[src/rtl/core/pud_pkg.sv]
// shared types, widths and the factorial table for the permutation unrank decoder
// no dependencies
package pud_pkg;

  localparam int MAX_ELEMENTS_DEF = 6;
  localparam int SLOT_COUNT       = 6;
  localparam int RANK_W           = 10;
  localparam int SIZE_W           = 3;
  localparam int VAL_W            = 3;
  localparam int PROD_W           = 13;

  typedef struct packed {
    logic [RANK_W-1:0]                 rank;
    logic [SIZE_W-1:0]                 size;
    logic [SLOT_COUNT-1:0]             mask;
    logic [SLOT_COUNT-1:0][VAL_W-1:0]  slots;
    logic                              err;
  } pud_item_t;

  // n! for n = 0..6, sizes above six saturate
  function automatic logic [RANK_W-1:0] fact(input logic [SIZE_W-1:0] n);
    logic [RANK_W-1:0] f;
    unique case (n)
      3'd0:    f = 10'd1;
      3'd1:    f = 10'd1;
      3'd2:    f = 10'd2;
      3'd3:    f = 10'd6;
      3'd4:    f = 10'd24;
      3'd5:    f = 10'd120;
      default: f = 10'd720;
    endcase
    return f;
  endfunction

endpackage

[src/rtl/core/pud_prep.sv]
// entry stage: size saturation, range check and free-slot mask setup
// depends on pud_pkg
module pud_prep #(
  parameter int MAX_ELEMENTS = pud_pkg::MAX_ELEMENTS_DEF
) (
  input  logic                        clk,
  input  logic                        rst_n,
  input  logic                        advance,
  input  logic                        valid_in,
  input  logic [pud_pkg::RANK_W-1:0]  rank_in,
  input  logic [pud_pkg::SIZE_W-1:0]  size_in,
  output logic                        valid_r,
  output pud_pkg::pud_item_t          item_r
);
  import pud_pkg::*;

  localparam logic [SIZE_W-1:0] MAX_SIZE = SIZE_W'(MAX_ELEMENTS);

  pud_item_t         item_nxt;
  logic [SIZE_W-1:0] size_sat;
  logic [SLOT_COUNT:0] mask_full;

  always_comb begin
    size_sat  = (size_in > MAX_SIZE) ? MAX_SIZE : size_in;
    mask_full = ((SLOT_COUNT+1)'(1) << size_sat) - (SLOT_COUNT+1)'(1);
    item_nxt.rank  = rank_in;
    item_nxt.size  = size_sat;
    item_nxt.err   = rank_in >= fact(size_sat);
    item_nxt.mask  = item_nxt.err ? '0 : mask_full[SLOT_COUNT-1:0];
    item_nxt.slots = '0;
  end

  always_ff @(posedge clk) begin
    if (!rst_n) begin
      valid_r <= 1'b0;
    end else if (advance) begin
      valid_r <= valid_in;
    end
  end

  always_ff @(posedge clk) begin
    if (advance) begin
      item_r <= item_nxt;
    end
  end

endmodule

[src/rtl/core/pud_step.sv]
// one digit stage: divide by the remaining factorial, pick the free slot, place the step index
// depends on pud_pkg
module pud_step #(
  parameter int STEP = 0
) (
  input  logic                clk,
  input  logic                rst_n,
  input  logic                advance,
  input  logic                valid_in,
  input  pud_pkg::pud_item_t  item_in,
  output logic                valid_r,
  output pud_pkg::pud_item_t  item_r
);
  import pud_pkg::*;

  localparam logic [SIZE_W-1:0] STEP_VAL = SIZE_W'(STEP);

  pud_item_t         item_nxt;
  logic              active;
  logic [SIZE_W-1:0] rem_pos;
  logic [RANK_W-1:0] f;
  logic [SIZE_W-1:0] q;
  logic [PROD_W-1:0] qf;
  logic [PROD_W-1:0] rank_diff;
  logic [SIZE_W-1:0] k;
  logic [SIZE_W-1:0] pos;
  logic [SIZE_W-1:0] seen;
  logic              found;

  always_comb begin
    item_nxt = item_in;
    active   = !item_in.err && (STEP_VAL < item_in.size);
    rem_pos  = item_in.size - SIZE_W'(1) - STEP_VAL;
    f        = fact(rem_pos);

    // digit is the largest j with j*f not above rank, at most five
    q = '0;
    for (int j = 1; j < SLOT_COUNT; j++) begin
      if ({{(PROD_W-RANK_W){1'b0}}, item_in.rank} >= PROD_W'(f) * PROD_W'(j)) begin
        q = SIZE_W'(j);
      end
    end
    qf        = PROD_W'(f) * PROD_W'(q);
    rank_diff = {{(PROD_W-RANK_W){1'b0}}, item_in.rank} - qf;
    k         = rem_pos - q;

    // k-th set bit of the free mask
    seen  = '0;
    found = 1'b0;
    pos   = '0;
    for (int b = 0; b < SLOT_COUNT; b++) begin
      if (item_in.mask[b] && !found) begin
        if (seen == k) begin
          pos   = SIZE_W'(b);
          found = 1'b1;
        end
        seen = seen + SIZE_W'(1);
      end
    end

    if (active) begin
      item_nxt.rank       = rank_diff[RANK_W-1:0];
      item_nxt.mask       = item_in.mask & ~(SLOT_COUNT'(1) << pos);
      item_nxt.slots[pos] = STEP_VAL;
    end
  end

  always_ff @(posedge clk) begin
    if (!rst_n) begin
      valid_r <= 1'b0;
    end else if (advance) begin
      valid_r <= valid_in;
    end
  end

  always_ff @(posedge clk) begin
    if (advance) begin
      item_r <= item_nxt;
    end
  end

endmodule

[src/rtl/core/permutation_unrank_decoder.sv]
// top level of the permutation unrank decoder: entry stage and a chain of digit stages
// depends on pud_pkg, pud_prep, pud_step
//
// usage:
//   input channel in_valid / in_stall carries in_rank and in_perm_size (1..6,
//   larger sizes saturate to MAX_ELEMENTS). result channel out_valid / out_stall
//   carries out_slot_0..out_slot_5 and out_rank_error. an item moves on a
//   rising edge with valid high and stall low.
//   the pipeline has one entry stage that checks the rank against size! and
//   builds the free-slot mask, then one stage per digit of the factorial
//   number system, the last one doubling as the output register.
//   throughput is one item per cycle while the result channel is not stalled.
//   a rank at or above size! gives out_rank_error high with all slots zero;
//   slots at or above the size read zero.
//   a synchronous low rst_n empties the pipeline; out_valid is low after it.
//   while out_valid is high and out_stall is high the whole pipeline holds and
//   in_stall goes high, so nothing is dropped or repeated.
module permutation_unrank_decoder #(
  parameter int MAX_ELEMENTS = pud_pkg::MAX_ELEMENTS_DEF
) (
  input  logic        clk,
  input  logic        rst_n,
  input  logic        in_valid,
  output logic        in_stall,
  input  logic [9:0]  in_rank,
  input  logic [2:0]  in_perm_size,
  output logic        out_valid,
  input  logic        out_stall,
  output logic [2:0]  out_slot_0,
  output logic [2:0]  out_slot_1,
  output logic [2:0]  out_slot_2,
  output logic [2:0]  out_slot_3,
  output logic [2:0]  out_slot_4,
  output logic [2:0]  out_slot_5,
  output logic        out_rank_error
);
  import pud_pkg::*;

  logic              advance;
  logic [MAX_ELEMENTS:0] stage_valid;
  pud_item_t         stage_item [MAX_ELEMENTS+1];

  // pipeline moves whenever the output register is empty or being taken
  assign advance  = !stage_valid[MAX_ELEMENTS] || !out_stall;
  assign in_stall = !advance;

  pud_prep #(
    .MAX_ELEMENTS(MAX_ELEMENTS)
  ) u_prep (
    .clk      (clk),
    .rst_n    (rst_n),
    .advance  (advance),
    .valid_in (in_valid),
    .rank_in  (in_rank),
    .size_in  (in_perm_size),
    .valid_r  (stage_valid[0]),
    .item_r   (stage_item[0])
  );

  for (genvar s = 0; s < MAX_ELEMENTS; s++) begin : g_step
    pud_step #(
      .STEP(s)
    ) u_step (
      .clk      (clk),
      .rst_n    (rst_n),
      .advance  (advance),
      .valid_in (stage_valid[s]),
      .item_in  (stage_item[s]),
      .valid_r  (stage_valid[s+1]),
      .item_r   (stage_item[s+1])
    );
  end

  assign out_valid      = stage_valid[MAX_ELEMENTS];
  assign out_slot_0     = stage_item[MAX_ELEMENTS].slots[0];
  assign out_slot_1     = stage_item[MAX_ELEMENTS].slots[1];
  assign out_slot_2     = stage_item[MAX_ELEMENTS].slots[2];
  assign out_slot_3     = stage_item[MAX_ELEMENTS].slots[3];
  assign out_slot_4     = stage_item[MAX_ELEMENTS].slots[4];
  assign out_slot_5     = stage_item[MAX_ELEMENTS].slots[5];
  assign out_rank_error = stage_item[MAX_ELEMENTS].err;

endmodule

[config.mk]
export PLATFORM = sky130hd
export DESIGN_NAME = permutation_unrank_decoder
export DESIGN_NICKNAME = d
export VERILOG_FILES = /design/src/rtl/core/pud_pkg.sv /design/src/rtl/core/pud_prep.sv /design/src/rtl/core/pud_step.sv /design/src/rtl/core/permutation_unrank_decoder.sv
export SDC_FILE = /design/constraint.sdc
export NUM_CORES = 1
export LEC_CHECK = 0
export BUFFER_PORTS_ARGS = -buffer_cell sky130_fd_sc_hd__buf_2
export CAP_MARGIN = 40
export CORE_MARGIN = 2
export CORE_UTILIZATION = 45
export CTS_BUF_LIST = sky130_fd_sc_hd__clkbuf_8
export DETAILED_ROUTE_END_ITERATION = 12
export HOLD_SLACK_MARGIN = 0.15
export PLACE_DENSITY = 0.67
export SLEW_MARGIN = 20
export SYNTH_ARGS = -nofsm -noshare
export SYNTH_HDL_FRONTEND = slang
export SYNTH_SLANG_ARGS = --single-unit
[constraint.sdc]
create_clock -name clk -period 19.9 [get_ports clk]
set_input_delay 3.98 -clock clk [delete_from_list [all_inputs] [get_ports clk]]
set_output_delay 3.98 -clock clk [all_outputs]
set_load 0.02 [all_outputs]
Word-level counts from Yosys, hierarchy flattened. Index checks and enable logic that the tools add are counted. Widths: inputs -> output; s select.

Register bits after elaboration: 206. Latch bits: 0. Memory bits (writable): 0. Bits in read-only memories: 0. Input bits: 17. Output and inout port bits: 21. Word-level logic and storage cells: 582. Memories: 0.

Add/subtract/negate cells: 47. $mul: 17. Divide/modulo/power cells: 0. Order comparisons: 48. Equality and inequality tests: 65. Shift-type cells: 6. Muxes and demuxes: 209. Bitwise logic cells: 21. Reduce and logical (&&, ||, !) cells: 101.

Operator list (number): $pmux 10 s5 (7); $mux 3 (96); $ge 10x12->1 (12); $mux 24 (5); $ge 10x13->1 (6); $mul 10x3->13 const B (6); $mux 1 (78); $eq 3x3->1 (24); $mul 10x2->12 const B (6); $ge 10x10->1 (7); $ge 10x11->1 (6); $add 3x1->3 const B (18); $mul 10x3->10 (5); $mux 10 (5); $sub 10x10->10 (5); $demux 3 s3 (5); $and 6x6->6 (7); $eq 3x2->1 const B (14); $eq 3x3->1 const B (14); $not 6->6 (7); $logic_and 1x1->1 (41); $logic_not 1->1 (39); $logic_not 3->1 (13); $shl 1x3->6 const A (6); 23 further kinds (82).

Logic depth before layout (Yosys ltp).
Depth in word-level cells: 37. Depth in mapped cells: 50.

Hierarchy. Synthesis repeated with hierarchy kept, for this count alone.

Cells, all modules: 3083. Area total of the unflattened synthesis: 28884.0 um^2.

By module, submodules not included: pud_step at g_step[2].u_step (times used 1, cells an instance 517, area each 4737.0 um^2); pud_step at g_step[4].u_step (times used 1, cells an instance 505, area each 4730.8 um^2); pud_step at g_step[3].u_step (times used 1, cells an instance 493, area each 4679.5 um^2); pud_step at g_step[1].u_step (times used 1, cells an instance 501, area each 4570.6 um^2); pud_step at g_step[5].u_step (times used 1, cells an instance 483, area each 4560.6 um^2); pud_step at g_step[0].u_step (times used 1, cells an instance 495, area each 4508.1 um^2); pud_prep (times used 1, cells an instance 87, area each 1087.3 um^2); permutation_unrank_decoder (times used 1, cells an instance 2, area each 10.0 um^2).

Worst setup path before layout. Ideal clock, no wire load.

Kind: in2out. Start: in out_stall. End: out in_stall. Data arrival time: 9.755 ns. Required time: 15.920 ns. Setup slack: 6.165 ns. Stages: 2. Path buffers: 0. Path through: nand2_1 > clkinv_1.

Cells in the longest elaborated chain, start to end: 3.

RTL lines: start, declared (RTL line permutation_unrank_decoder.sv:28) `input logic out_stall,`; $logic_not 1->1 (RTL line permutation_unrank_decoder.sv:44) `assign advance = !stage_valid[MAX_ELEMENTS] || !out_stall;`; $logic_or 1x1->1 (RTL line permutation_unrank_decoder.sv:44); $logic_not 1->1 (RTL line permutation_unrank_decoder.sv:45) `assign in_stall = !advance;`; end, declared (RTL line permutation_unrank_decoder.sv:24) `output logic in_stall,`.

No other way between the ends.

==> run summary <==
================================================================================
Run status                                                          finished, final reports clean
XOR/XNOR Fraction of Synth Area                                           0.0641
Remaining DRCs                                                                 0
Number of register bits inferred by synthesis                                194
Setup repair after global routing missed its margin                           no
Reg clk slew, reported paths                                             0.11 ns
Number of standard cells in the layout, taps in and fillers out             3447
Placed Cells                                                                3413
Cells after Synth                                                           2716
Final Critical Period                                                   11.29 ns
Slew margin rel.                                                           0.471
Port Buf Inserts                                                              37
Diode insertion count for antenna repair                                       0
Ports                                                                         38
Mean area per synthesized cell                                          8.99 um2
Total Routing Usage GR                                                     0.211
Startpoint of the most critical register-to-register path           g_step[1].u_step.item_r[25]$_DFFE_PN_
Remaining global-route overflow                                                0
Remaining antenna violation count after routing                                0
Count of cells along the worst register-to-register path                      41
Standard cell core area                                               0.0537 mm2
Power density of the placed cells                                     160 mW/mm2
Yosys warnings                                                                 0
Hold Crit Depth                                                                2
Number of clock sinks seen by CTS                                            194
Wire per inst                                                            16.9 um
Count of pins over their slew limit                                            0
Proportion of layout cells with a drive suffix above 1                    0.0582
Initial core utilization                                                   0.455
Synth Cell Area                                                       0.0244 mm2
Crit. Startpoint                                                    g_step[1].u_step.item_r[25]$_DFFE_PN_
First-pass iteration count of the detailed router                              5
Adder-cell area share of the yosys netlist                                 0.293
Max Clock Freq                                                          88.6 MHz
Total number of H-tree levels                                                  4
Crit Path Max Fanout                                                          12
Clk Latency, worst-skew pair                                             0.53 ns
Number of nets in the finished design                                       3277
Hold-fix buffers, CTS                                                          0
Die Y                                                                     237 um
Clock Skew                                                             0.0225 ns
Detailed placer's ending HPWL                                            46.7 mm
Die area                                                              0.0561 mm2
Slowest library cell on the worst path                              sky130_fd_sc_hd__or4_1
Final estimated routing congestion in global placement                     0.926
Synth Area in Compound Gates                                               0.175
Number of antenna violations at the first check in global routing              0
Final setup violation count                                                    0
Crit end category                                                      flip-flop
Startpoint types                                                       flip-flop
DR vias/cell                                                                5.78
Required time reported for the critical path endpoint                   20.19 ns
Worst path arrival time                                                 11.58 ns
Cell repeated most along the worst path                             sky130_fd_sc_hd__ha_1
DRC violation total after the first TritonRoute iteration                   1266
Final setup TNS                                                             0 ns
Layout area overhead                                                       5.70%
Class of the most critical setup path                                 reg -> reg
Maximum ir drop on the vdd rail                                        0.0777 mV
Cells resized by post-CTS repair                                               0
Via count of the routed design                                             19.9k
Sequential area share after synthesis                                      0.236
Final hold viol count                                                          0
Setup Fix Bufs, Post-CTS                                                       0
Vias in the first global route                                             19.8k
Clock tree from TritonCTS                                                  built
Ys async rst share                                                             0
Standard-cell rows                                                            85
HP Start                                                            g_step[2].u_step.valid_r$_SDFFE_PN0N_
Dominant combinational cell family by area after synthesis           adder cells
Die boundary width                                                        237 um
Most used flip-flop cell after synthesis                            sky130_fd_sc_hd__edfxtp_1
Wire length of the first global-routing pass                             97.7 mm
Leakage power                                                            11.6 nW
Number of buffers created by CTS                                              17
Largest stage delay on the critical path                                 0.53 ns
Worst Setup Slack, final                                                 8.61 ns
Buffers from clock root to sink, at most                                       2
Fraction of synthesized area in multiplexers                              0.0102
Transition time at the pin with the least slew margin                   0.783 ns
Tightest Hold Check Type                                              reg -> reg
Final routed wirelength across all metal layers                          58.1 mm
Max-cap check violation count                                                  0
Number of enable-type register cells in the synthesized netlist              187
Post-placement setup slack                                               8.80 ns
Share of the clock period used by the worst path                           0.567
Maximum number of pins on one net before global-route repair                  73
Simple logic cell fraction of the synthesized area                         0.175
Clock Root Buffer                                                   sky130_fd_sc_hd__clkbuf_8
Post-synth cell types                                                        102
================================================================================
per-layer routing:
| layer | vias to the layer above | part of all wire | global-route usage | wire [um] |
|---|---|---|---|---|
| met3 | 85 | 0.040 | 0.0262 | 2350 |
| li1 | 9821 | - | - | - |
| met4 | 0 | 0.019 | 0.0568 | 1100 |
| met1 | 9557 | 0.44 | 0.267 | 25500 |
| met5 | - | 0 | 0 | 0 |
| met2 | 445 | 0.50 | 0.377 | 29200 |
critical path: cells and delay by family, from the launching register on:
kind	cells	cell delay [ns]
compound gates	15	3.65
xor+xnor	4	1.00
fa+ha+maj	8	2.51
buf+inv	4	0.80
flops	1	0.50
simple gates	10	2.59
state kept, by name (all words and copies together), names as in the netlist:
register / flops
g_step.u_step.item_r: 167
g_step.u_step.valid_r: 6
u_prep.item_r: 20
u_prep.valid_r: 1
cell usage after synthesis, types with 8 or more instances:
| master | number | area share |
|---|---|---|
| sky130_fd_sc_hd__o21ai_0 | 158 | 0.032 |
| sky130_fd_sc_hd__a211oi_1 | 19 | 0.0058 |
| sky130_fd_sc_hd__clkbuf_1 | 42 | 0.0065 |
| sky130_fd_sc_hd__nand3_1 | 55 | 0.011 |
| sky130_fd_sc_hd__or3_1 | 13 | 0.0033 |
| sky130_fd_sc_hd__nand2b_1 | 46 | 0.012 |
| sky130_fd_sc_hd__nand3b_1 | 10 | 0.0031 |
| sky130_fd_sc_hd__o2111ai_1 | 10 | 0.0036 |
| sky130_fd_sc_hd__a21o_1 | 68 | 0.021 |
| sky130_fd_sc_hd__and2_1 | 49 | 0.013 |
| sky130_fd_sc_hd__nor2_1 | 162 | 0.025 |
| sky130_fd_sc_hd__nand4_1 | 25 | 0.0064 |
| sky130_fd_sc_hd__and3_1 | 24 | 0.0061 |
| sky130_fd_sc_hd__nor3_1 | 43 | 0.0088 |
| sky130_fd_sc_hd__o31ai_1 | 15 | 0.0046 |
| sky130_fd_sc_hd__or2_2 | 29 | 0.0074 |
| sky130_fd_sc_hd__a21boi_0 | 17 | 0.0052 |
| sky130_fd_sc_hd__o31a_1 | 10 | 0.0036 |
| sky130_fd_sc_hd__nor2b_1 | 49 | 0.013 |
| sky130_fd_sc_hd__a41oi_1 | 10 | 0.0036 |
| sky130_fd_sc_hd__mux2i_1 | 16 | 0.0066 |
| sky130_fd_sc_hd__o211ai_1 | 25 | 0.0077 |
| sky130_fd_sc_hd__fa_1 | 79 | 0.065 |
| sky130_fd_sc_hd__edfxtp_1 | 187 | 0.23 |
| sky130_fd_sc_hd__nor4_1 | 15 | 0.0038 |
| sky130_fd_sc_hd__ha_1 | 443 | 0.23 |
| sky130_fd_sc_hd__o221ai_1 | 8 | 0.0029 |
| sky130_fd_sc_hd__nor3b_1 | 10 | 0.0031 |
| sky130_fd_sc_hd__xor2_1 | 64 | 0.023 |
| sky130_fd_sc_hd__nand2_1 | 295 | 0.045 |
| sky130_fd_sc_hd__o21a_1 | 26 | 0.0080 |
| sky130_fd_sc_hd__a21oi_1 | 134 | 0.027 |
| sky130_fd_sc_hd__inv_1 | 247 | 0.038 |
| sky130_fd_sc_hd__o22ai_1 | 10 | 0.0026 |
| sky130_fd_sc_hd__a31oi_1 | 24 | 0.0061 |
| sky130_fd_sc_hd__xnor2_1 | 100 | 0.036 |
where the power goes:
| part | internal [mW] | switching [mW] |
|---|---|---|
| registers | 0.575 | 0.176 |
| clock network | 0.0955 | 0.169 |
| logic | 1.34 | 1.76 |
final cells by class:
class,count,area (um2)
flip-flops and latches,194,5760
clock inverters,15,168
clock buffers,17,234
fillers,5010,27900
repair buffers,48,293
well taps,696,871
inverters,256,961
multi-input cells,2221,17500
kinds of logic (layout without fill, tap and decap cells):
group / Yosys count / after routing
AND/OR/NAND/NOR: 863 / 863
adder cells (fa/ha/maj): 525 / 525
multiplexers: 23 / 23
flip-flops: 194 / 194
other: 1 / 4
buffers and inverters: 304 / 336
AO/OA/AOI/OAI: 636 / 636
XOR/XNOR: 170 / 170
worst paths after layout:
check / end / slack [ns]
max: g_step[2].u_step.item_r[24]$_DFFE_PN_ / 8.61
min: g_step[2].u_step.valid_r$_SDFFE_PN0N_ / 0.47
max reg2reg: g_step[2].u_step.item_r[24]$_DFFE_PN_ / 8.61
min reg2reg: g_step[2].u_step.valid_r$_SDFFE_PN0N_ / 0.47
through the flow:
stage | hold slack, ns | utilization | cell area (um2) | power [mW]
after detailed placement | 0.455 | 0.473 | 25400 | 3.83
after floorplan | 0.426 | - | 24400 | 3.15
final | 0.468 | 0.481 | 25800 | 4.12
after global routing | 0.491 | 0.481 | 25800 | 4.57
after CTS | 0.473 | 0.480 | 25800 | 4.12
after global placement | 0.447 | 0.472 | 25300 | 3.72
cells in the final DEF, fill, tap and decap left out, drive strengths merged, types with 16 or more instances in the layout:
| cell type | synthesis | final |
|---|---|---|
| a211oi | 20 | 20 |
| a21boi | 22 | 22 |
| a21o | 68 | 68 |
| a21oi | 137 | 137 |
| a31oi | 24 | 24 |
| and2 | 49 | 49 |
| and3 | 24 | 24 |
| buf | 6 | 48 |
| clkbuf | 42 | 17 |
| edfxtp | 187 | 187 |
| fa | 79 | 79 |
| ha | 443 | 443 |
| inv | 251 | 261 |
| mux2i | 16 | 16 |
| nand2 | 296 | 296 |
| nand2b | 46 | 46 |
| nand3 | 55 | 55 |
| nand4 | 25 | 25 |
| nor2 | 165 | 165 |
| nor2b | 49 | 49 |
| nor3 | 46 | 46 |
| nor4 | 17 | 17 |
| o211ai | 25 | 25 |
| o21a | 26 | 26 |
| o21ai | 164 | 164 |
| o31ai | 16 | 16 |
| or2 | 30 | 30 |
| xnor2 | 102 | 102 |
| xor2 | 65 | 65 |
No activity file was read; power rests on OpenSTA's default activity.
